[config.mk]
export PLATFORM = sky130hd
export DESIGN_NAME = arm_data_processing_alu
export DESIGN_NICKNAME = d
export VERILOG_FILES = /design/src/adp_alu_pkg.sv /design/src/arm_data_processing_alu.sv /design/src/adp_alu_shifter.sv
export SDC_FILE = /design/constraint.sdc
export NUM_CORES = 1
export LEC_CHECK = 0
export ABC_AREA = 1
export BUFFER_PORTS_ARGS = -buffer_cell sky130_fd_sc_hd__buf_2
export CAP_MARGIN = 10
export CELL_PAD_IN_SITES_DETAIL_PLACEMENT = 1
export CELL_PAD_IN_SITES_GLOBAL_PLACEMENT = 1
export CORE_MARGIN = 8
export CORE_UTILIZATION = 46
export DETAILED_ROUTE_END_ITERATION = 12
export PLACE_DENSITY = 0.86
export SLEW_MARGIN = 20
export SYNTH_ARGS = -nofsm -noshare
export SYNTH_HDL_FRONTEND = slang
export SYNTH_SLANG_ARGS = --single-unit
[constraint.sdc]
create_clock -name clock -period 16.2 [get_ports clock]
set_input_delay 3.24 -clock clock [delete_from_list [all_inputs] [get_ports clock]]
set_output_delay 3.24 -clock clock [all_outputs]
set_load 0.01 [all_outputs]
[src/adp_alu_pkg.sv]
// Shared types and opcode constants for the data-processing execute stage.
`default_nettype none

package adp_alu_pkg;

   localparam logic [3:0] OP_AND = 4'h0;
   localparam logic [3:0] OP_EOR = 4'h1;
   localparam logic [3:0] OP_SUB = 4'h2;
   localparam logic [3:0] OP_RSB = 4'h3;
   localparam logic [3:0] OP_ADD = 4'h4;
   localparam logic [3:0] OP_ADC = 4'h5;
   localparam logic [3:0] OP_SBC = 4'h6;
   localparam logic [3:0] OP_RSC = 4'h7;
   localparam logic [3:0] OP_TST = 4'h8;
   localparam logic [3:0] OP_TEQ = 4'h9;
   localparam logic [3:0] OP_CMP = 4'hA;
   localparam logic [3:0] OP_CMN = 4'hB;
   localparam logic [3:0] OP_ORR = 4'hC;
   localparam logic [3:0] OP_MOV = 4'hD;
   localparam logic [3:0] OP_BIC = 4'hE;
   localparam logic [3:0] OP_MVN = 4'hF;

   localparam logic [1:0] SHIFT_LSL = 2'd0;
   localparam logic [1:0] SHIFT_LSR = 2'd1;
   localparam logic [1:0] SHIFT_ASR = 2'd2;
   localparam logic [1:0] SHIFT_ROR = 2'd3;

   localparam logic [3:0] REG_PC = 4'd15;

   typedef struct packed {
      logic [31:0] instr_word;
      logic [31:0] first_value;
      logic [31:0] shifted_value;
      logic [31:0] amount_value;
      logic [3:0]  flags_in;
   } req_data_type;

   typedef struct packed {
      logic [31:0] alu_result;
      logic        dest_write;
      logic [3:0]  dest_index;
      logic        pc_written;
      logic        restore_status;
      logic [3:0]  flags_out;
   } rsp_data_type;

   typedef struct packed {
      logic [31:0] operand;
      logic        carry;
   } shift_result_type;

endpackage

`default_nettype wire

[src/arm_data_processing_alu.sv]
// Data-processing execute stage: input register, shifter and ALU, result register.
//
// One instruction enters on the req_ channel with the Rn, Rm and Rs values and
// the current NZCV flags; one result leaves on the rsp_ channel with the ALU
// result, write-back controls and the new flags.
// A transfer takes place on a rising edge with valid high and stall low.
// A request is loaded into the input register at its transfer, moves on
// into the result register once that register is free or being emptied,
// and is offered on the rsp_ channel from there.
// Throughput: one instruction per cycle while rsp_stall is low; the shifter
// and 32-bit adder sit in a single stage between the two registers.
// When rsp_stall is held, the result register holds its contents and the
// input register keeps taking one more item; req_stall rises only when both
// registers are full and the result is not being taken.
// Reset (synchronous, active high) empties both registers; no other state.
`default_nettype none

module arm_data_processing_alu import adp_alu_pkg::*; (
   input  wire logic         clock,
   input  wire logic         reset,
   input  wire logic         req_valid,
   output      logic         req_stall,
   input  wire req_data_type req_data,
   output      logic         rsp_valid,
   input  wire logic         rsp_stall,
   output      rsp_data_type rsp_data
);

   logic             stage_valid_ff;
   logic             stage_valid_in;
   req_data_type     stage_data_ff;
   logic             rsp_valid_ff;
   logic             rsp_valid_in;
   rsp_data_type     rsp_data_ff;
   rsp_data_type     rsp_data_in;
   logic             load_out;

   shift_result_type shift_res;
   logic [31:0]      ins;
   logic [3:0]       opc;
   logic [3:0]       rd;
   logic             set_flags;
   logic             c_in;
   logic [31:0]      op1;
   logic [31:0]      op2;
   logic [31:0]      add_x;
   logic [31:0]      add_y;
   logic             add_c;
   logic [32:0]      sum;
   logic             arith;
   logic [31:0]      res;
   logic             flag_c;
   logic             flag_v;
   logic             writes;

   assign load_out  = !rsp_valid_ff || !rsp_stall;
   assign req_stall = stage_valid_ff && !load_out;
   assign rsp_valid = rsp_valid_ff;
   assign rsp_data  = rsp_data_ff;

   adp_alu_shifter u_shifter (
      .instr_word    (stage_data_ff.instr_word),
      .shifted_value (stage_data_ff.shifted_value),
      .amount_value  (stage_data_ff.amount_value),
      .carry_in      (stage_data_ff.flags_in[1]),
      .shift_out     (shift_res)
   );

   always_comb begin
      ins       = stage_data_ff.instr_word;
      opc       = ins[24:21];
      rd        = ins[15:12];
      set_flags = ins[20];
      c_in      = stage_data_ff.flags_in[1];
      op2       = shift_res.operand;
      // register-specified shift reads PC one word further on
      op1 = (ins[19:16] == REG_PC && !ins[25] && ins[4])
            ? stage_data_ff.first_value + 32'd4 : stage_data_ff.first_value;

      arith = 1'b0;
      add_x = op1;
      add_y = op2;
      add_c = 1'b0;
      res   = 32'd0;
      case (opc)
         OP_AND, OP_TST: res = op1 & op2;
         OP_EOR, OP_TEQ: res = op1 ^ op2;
         OP_SUB, OP_CMP: begin
            arith = 1'b1; add_y = ~op2; add_c = 1'b1;
         end
         OP_RSB: begin
            arith = 1'b1; add_x = op2; add_y = ~op1; add_c = 1'b1;
         end
         OP_ADD, OP_CMN: arith = 1'b1;
         OP_ADC: begin
            arith = 1'b1; add_c = c_in;
         end
         OP_SBC: begin
            arith = 1'b1; add_y = ~op2; add_c = c_in;
         end
         OP_RSC: begin
            arith = 1'b1; add_x = op2; add_y = ~op1; add_c = c_in;
         end
         OP_ORR: res = op1 | op2;
         OP_MOV: res = op2;
         OP_BIC: res = op1 & ~op2;
         default: res = ~op2;
      endcase

      sum    = {1'b0, add_x} + {1'b0, add_y} + {32'd0, add_c};
      flag_c = shift_res.carry;
      flag_v = stage_data_ff.flags_in[0];
      if (arith) begin
         res    = sum[31:0];
         flag_c = sum[32];
         flag_v = !(add_x[31] ^ add_y[31]) && (add_x[31] ^ sum[31]);
      end

      writes = !(opc == OP_TST || opc == OP_TEQ || opc == OP_CMP || opc == OP_CMN);

      rsp_data_in.alu_result     = res;
      rsp_data_in.dest_write     = writes;
      rsp_data_in.dest_index     = rd;
      rsp_data_in.pc_written     = writes && rd == REG_PC;
      rsp_data_in.restore_status = set_flags && rd == REG_PC;
      rsp_data_in.flags_out      = (set_flags && rd != REG_PC)
                                   ? {res[31], res == 32'd0, flag_c, flag_v}
                                   : stage_data_ff.flags_in;
   end

   always_comb begin
      stage_valid_in = req_stall ? stage_valid_ff : req_valid;
      rsp_valid_in   = load_out ? stage_valid_ff : rsp_valid_ff;
   end

   always_ff @(posedge clock) begin
      if (reset) begin
         stage_valid_ff <= 1'b0;
         rsp_valid_ff   <= 1'b0;
      end else begin
         stage_valid_ff <= stage_valid_in;
         rsp_valid_ff   <= rsp_valid_in;
      end
   end

   // hold payloads unless a transfer moves them on
   always_ff @(posedge clock) begin
      if (req_valid && !req_stall) begin
         stage_data_ff <= req_data;
      end
      if (load_out && stage_valid_ff) begin
         rsp_data_ff <= rsp_data_in;
      end
   end

endmodule

`default_nettype wire

[src/adp_alu_shifter.sv]
// Barrel shifter: rotated immediate or shifted register operand with shifter carry.
`default_nettype none

module adp_alu_shifter import adp_alu_pkg::*; (
   input  wire logic [31:0]      instr_word,
   input  wire logic [31:0]      shifted_value,
   input  wire logic [31:0]      amount_value,
   input  wire logic             carry_in,
   output shift_result_type      shift_out
);

   logic [4:0]  imm_rot;
   logic [63:0] imm_pair;
   logic [31:0] imm_value;
   logic [1:0]  kind;
   logic        by_reg;
   logic [31:0] rm_val;
   logic [7:0]  amt_raw;
   logic [7:0]  amt;
   logic [5:0]  amt_clamp;
   logic [5:0]  amt_asr;
   logic [32:0] lsl_wide;
   logic [32:0] lsr_wide;
   logic [32:0] asr_wide;
   logic [63:0] ror_pair;

   always_comb begin
      imm_rot   = {instr_word[11:8], 1'b0};
      imm_pair  = {24'd0, instr_word[7:0], 24'd0, instr_word[7:0]} >> imm_rot;
      imm_value = imm_pair[31:0];

      kind    = instr_word[6:5];
      by_reg  = instr_word[4];
      rm_val  = (by_reg && instr_word[3:0] == REG_PC) ? shifted_value + 32'd4
                                                      : shifted_value;
      amt_raw = by_reg ? amount_value[7:0] : {3'd0, instr_word[11:7]};
      // immediate LSR/ASR by zero encode a shift by 32
      amt     = (amt_raw == 8'd0) ? 8'd32 : amt_raw;

      amt_clamp = (amt > 8'd32) ? 6'd33 : amt[5:0];
      amt_asr   = (amt > 8'd32) ? 6'd32 : amt[5:0];
      lsl_wide  = {1'b0, rm_val} << amt_clamp;
      lsr_wide  = {rm_val, 1'b0} >> amt_clamp;
      asr_wide  = 33'($signed({rm_val, 1'b0}) >>> amt_asr);
      ror_pair  = {rm_val, rm_val} >> amt[4:0];

      if (instr_word[25]) begin
         shift_out.operand = imm_value;
         shift_out.carry   = (imm_rot == 5'd0) ? carry_in : imm_value[31];
      end else if (amt_raw == 8'd0 && (by_reg || kind == SHIFT_LSL)) begin
         shift_out.operand = rm_val;
         shift_out.carry   = carry_in;
      end else if (amt_raw == 8'd0 && kind == SHIFT_ROR) begin
         // rotate right extended through carry
         shift_out.operand = {carry_in, rm_val[31:1]};
         shift_out.carry   = rm_val[0];
      end else begin
         case (kind)
            SHIFT_LSL: begin
               shift_out.operand = lsl_wide[31:0];
               shift_out.carry   = lsl_wide[32];
            end
            SHIFT_LSR: begin
               shift_out.operand = lsr_wide[32:1];
               shift_out.carry   = lsr_wide[0];
            end
            SHIFT_ASR: begin
               shift_out.operand = asr_wide[32:1];
               shift_out.carry   = asr_wide[0];
            end
            default: begin
               shift_out.operand = ror_pair[31:0];
               shift_out.carry   = ror_pair[31];
            end
         endcase
      end
   end

endmodule

`default_nettype wire

## After elaboration in Yosys (flattened, before gate mapping)

Cells that the tools add are included.

| storage, ports and cells | value |
|---|---|
| output and inout port bits | 45 |
| input bits | 136 |
| flip-flop bits (word level) | 147 |
| word-level logic and storage cells | 108 |

| cells by class | value |
|---|---|
| reductions and logical operators | 36 |
| add/subtract/negate cells | 4 |
| shift operators | 5 |
| order comparisons | 1 |
| mux-type cells | 20 |
| bitwise operators | 8 |
| equality and inequality tests | 21 |

Operators with widths:

| cell | count |
|---|---|
| one-hot mux 32 bit (6 select lines) | 1 |
| two-way mux 32 bit | 4 |
| two-way mux 33 bit | 3 |
| one-hot mux 33 bit (3 select lines) | 1 |
| adder 32 x 3 -> 32 bit, second input constant | 2 |
| AND 32 bit | 2 |
| inverter 32 bit | 2 |
| one-hot mux 32 bit (2 select lines) | 1 |
| right shift 64 x 5 -> 32 bit | 1 |
| == test 4 bit, second input constant | 10 |
| right shift 40 x 5 -> 32 bit | 1 |
| adder 32 x 32 -> 33 bit | 1 |
| adder 33 x 1 -> 33 bit | 1 |
| << shifter 32 x 6 -> 33 bit | 1 |
| right shift 33 x 6 -> 33 bit | 1 |
| >>> shifter 33 x 6 -> 33 bit | 1 |
| logical NOT 32 bit | 1 |
| OR 32 bit | 1 |
| XOR 32 bit | 1 |
| == test 4 x 3 -> 1 bit, second input constant | 4 |
| two-way mux 8 bit | 2 |
| logical AND 1 bit | 12 |
| two-way mux 6 bit | 2 |
| OR reduction 3 bit | 3 |
| other kinds (17) | 36 |

## Longest topological paths before layout

| depth | value |
|---|---|
| depth after elaboration | 18 |
| mapped depth | 51 |
| gate-level depth less buffers | 50 |

## Hierarchy

A second synthesis with hierarchy kept.

| second synthesis, totals | value |
|---|---|
| cells, all modules | 3813 |
| area, all modules | 22286.4 µm² |

Modules (own cells, without submodules):

| module | area each (µm²) | times used | cells an instance | seq. area each (µm²) |
|---|---|---|---|---|
| arm_data_processing_alu | 12243.0 | 1 | 1622 | 5295.1 |
| adp_alu_shifter | 10043.4 | 1 | 2191 | 0.0 |

## Worst setup path after synthesis

No wires, ideal clock.

| timing path | value |
|---|---|
| path kind | input to output |
| start point | input port rsp_stall |
| end point | output port req_stall |
| path slack | 9.472 ns |
| buffers on the path | 0 |
| stages | 2 |
| arrival time | 3.488 ns |
| data required time | 12.960 ns |
| cell sequence | nand2_1 nor2_1 |

| between the ends | value |
|---|---|
| cells in the longest elaborated chain, start to end | 4 |

Ends and longest elaborated chain:

| what | RTL line | source |
|---|---|---|
| start, declared | arm_data_processing_alu.sv:25 | `input wire logic rsp_stall,` |
| logical NOT 1 bit | arm_data_processing_alu.sv:56 | `assign load_out = !rsp_valid_ff \|\| !rsp_stall;` |
| logical OR 1 bit | arm_data_processing_alu.sv:56 |  |
| logical NOT 1 bit | arm_data_processing_alu.sv:57 | `assign req_stall = stage_valid_ff && !load_out;` |
| logical AND 1 bit | arm_data_processing_alu.sv:57 |  |
| end, declared | arm_data_processing_alu.sv:22 | `output logic req_stall,` |

Every way passes these cells.

==> key figures <==
Synthesis
  – Register bit total from synthesis: between 100 and 150
  – Mean area per synthesized cell: ~5.8 um2
  – Yosys top cell area share: 0.2169
  – Mapped Area: between 20000 and 25000 um2
  – Synth area leaders: nand2_1 22%, edfxtp_1 21%, nand3_1 18%, inv_1 5.1%, o21ai_0 4.6%
  – Synth warnings: 0
  – Syn Nets: 3828
  – Cell taking the most area after synthesis: nand2_1
  – Register area share after synthesis: 0.2105
  – Netlist cell types: just under 60
  – Post-Syn Instances: 3625

CTS
  – Worst skew pair latency: 0.50 ns
  – CTS Sinks: roughly 150
  – Clock Tree Buf Depth: 2
  – Postcts setup bufs: 0
  – Post-CTS Hold Buffers: 0
  – Resized cells post-CTS: 0
  – TritonCTS clock tree: yes
  – TritonCTS Buffers: 17
  – Clock H-tree levels: 4
  – Clk pin slew, worst setup/hold paths: 0.08 ns
  – Clock root cell: clkbuf_16

Layout
  – Fill cell count: 6600
  – Total Nets Final: 3852
  – ANT cells: 0
  – Layout cells sized above 1: 0.09448
  – Design Area, Final: roughly 22000 um2
  – Layout area overhead: 7.780%
  – Post-layout util: 0.4990

Floorplanning
  – Die H: between 200 and 250 um
  – Core footprint: 45090 um2
  – # rows: between 70 and 80
  – Ports: ~180
  – Die area: roughly 52000 um2
  – Starting Density: 0.4630
  – Die X: roughly 230 um

Power
  – Leakage: ~11 nW
  – Pwr dens: a little over 80 nW/um2
  – Max VDD drop: between 0.09 and 0.1 mV

Critical path
  – CP max stage delay: ~0.73 ns
  – Worst setup SP type: flop
  – R2R cell count: 46
  – Critical path fanouts, max: 48
  – CP arrival: between 10 and 15 ns
  – CP Class: reg2reg
  – Most used cell, CP: nand2_1
  – Crit end category: flop
  – Crit path required time: ~17 ns
  – Critical-path top delay cell: edfxtp_1

Route
  – First-pass iteration count of the detailed router: 6
  – Antenna Nets Post-Route: 0
  – Final WL: 105100 um
  – 1st-iter DRT viols: roughly 4000
  – Drc violations: 0
  – DR vias/cell: ~6.4
  – Via Count: roughly 27000
  – Wire length per cell: 24.65 um

Placed design
  – Placed Area: approximately 22000 um2
  – I/O Buffers: 150
  – Routability cong.: roughly 1.1
  – DP Wirelength: 78640 um

STA
  – Worst-margin pin slew: around 1.1 ns
  – Final min period: about 10 ns
  – Ratio of final minimum period to clock period: 0.6184
  – Final setup fails: 0
  – Max frequency: 99.83 MHz
  – RSZ-0062 raised after global routing: false
  – Fin. Hold Viols: 0
  – Setup TNS: 0 ns
  – Slew headroom: 0.2455
  – Clk_skew: between 0.015 and 0.02 ns
  – Fin. max-slew vios: 0

Flow run
  – Max-cap violations: 0

Global route
  – Global-route wire length before repair: 158900 um
  – Vias in the first global route: about 26000
  – Gr ovfl total: 0
  – Initial antenna violation count: 1
  – GRT Overall Usage: 0.3889
  – Largest net degree at the start of global routing: 76

Min path
  – Hold depth: 0
  – Hold crit path type: reg2reg

Run status
  – Outcome: completed
-- per-layer routing --
layer | up-vias | global-route usage | share of wire
met5 | - | 0 | 0
met4 | 0 | 0.1881 | 0.054
met3 | 309 | 0.1090 | 0.12
met2 | 1547 | 0.5702 | 0.42
met1 | 13016 | 0.5204 | 0.41
li1 | 12248 | - | -
-- cell families after synthesis --
kind of cell,count (synthesis),share of synthesized area
muxes,2,0.0009590
AOI/OAI and AO/OA,534,0.1431
adders and majority gates,67,0.04088
DFF,147,0.2105
and+or+nand+nor,2340,0.4927
buffers and inverters,499,0.09644
xor gates and xnor gates,36,0.01546
-- stage by stage --
step / setup WS [ns] / instances / total power (W) / hold WS, ns
after floorplan: 9.472 / 3625 / 0.001077 / 0.4260
after global placement: 6.853 / 4230 / 0.001339 / 0.4362
after detailed placement: 6.624 / 4230 / 0.001367 / 0.4526
after CTS: 6.485 / 4262 / 0.001789 / 0.4755
after global routing: 5.452 / 4262 / 0.001914 / 0.4918
final: 6.183 / 4262 / 0.001817 / 0.4788
-- cells in the final DEF, fill, tap and decap left out, types with 17 or more instances in the layout --
cell       instances
a21oi_1          165
a22oi_1           31
buf_2            150
buf_4             41
clkbuf_16         17
edfxtp_1         145
ha_1              65
inv_1            281
inv_2             27
nand2_1         1205
nand2_2           30
nand3_1          745
nand4_1           41
nor2_1           214
nor3_1            20
o211ai_1          22
o21ai_0          193
o21ai_1           56
xor2_1            27
-- area by class of cell --
| class | instances | area, um2 | share of cell area |
|---|---|---|---|
| Sequential cell | 147 | 4394 | 0.1953 |
| Clock inverter | 15 | 181.4 | 0.008064 |
| Clock buffer | 17 | 425.4 | 0.01891 |
| Multi-Input combinational cell | 2979 | 14510 | 0.6450 |
| Inverter | 313 | 1177 | 0.05233 |
| Timing Repair Buffer | 191 | 1059 | 0.04705 |
| Tap cell | 600 | 750.7 | 0.03337 |
-- worst paths after layout --
kind            from          end  slack [ns]
max           ins[4]  rsp_data[2]        6.18
min          ins[12]  rsp_data[6]        0.48
max reg2reg   ins[4]  rsp_data[2]        6.18
min reg2reg  ins[12]  rsp_data[6]        0.48
-- critical path, delay by kind of cell (launching register included) --
family | cells | cell delay (ns)
AO/OA/AOI/OAI | 11 | 2.60
AND/OR/NAND/NOR | 28 | 4.23
adder cells (fa/ha/maj) | 2 | 0.65
buffers and inverters | 5 | 1.60
flip-flops | 1 | 0.73
-- cell usage after synthesis, drive strengths merged --
cell and instances:
nand2 1241, nand3 757, inv 309, o21ai 251, nor2 237, a21oi 169
edfxtp 145, clkbuf 96, buf 90, ha 65, nand4 43, a22oi 31
xor2 28, o211ai 22, nor3 20, or2 16, a31oi 15, a211oi 12
nor4 9, o21a 8, xnor2 8, and2 7, nand3b 7, o221ai 7
a21boi 6, clkinv 4, a21o 2, a22o 2, dfxtp 2, fa 2
mux2i 2, nor3b 2, o2111ai 2, o21bai 2, o22ai 2, a2111oi 1
o311ai 1, o31ai 1, or3 1
-- sequential cells by signal, summed over array words and instances, names as in the netlist --
signal and count:
stage_data_ff 75, rsp_data 43, ins 26, c_in 1, rsp_valid 1, stage_valid_ff 1
-- power breakdown --
group	internal (W)	switching [W]	leakage [nW]
combinational	0.000257	0.000672	9.16
clock	0.000208	0.000204	0.296
sequential	0.000454	0.0000226	1.42
total	0.000919	0.000898	10.9
(Power assumes the default switching activity.)
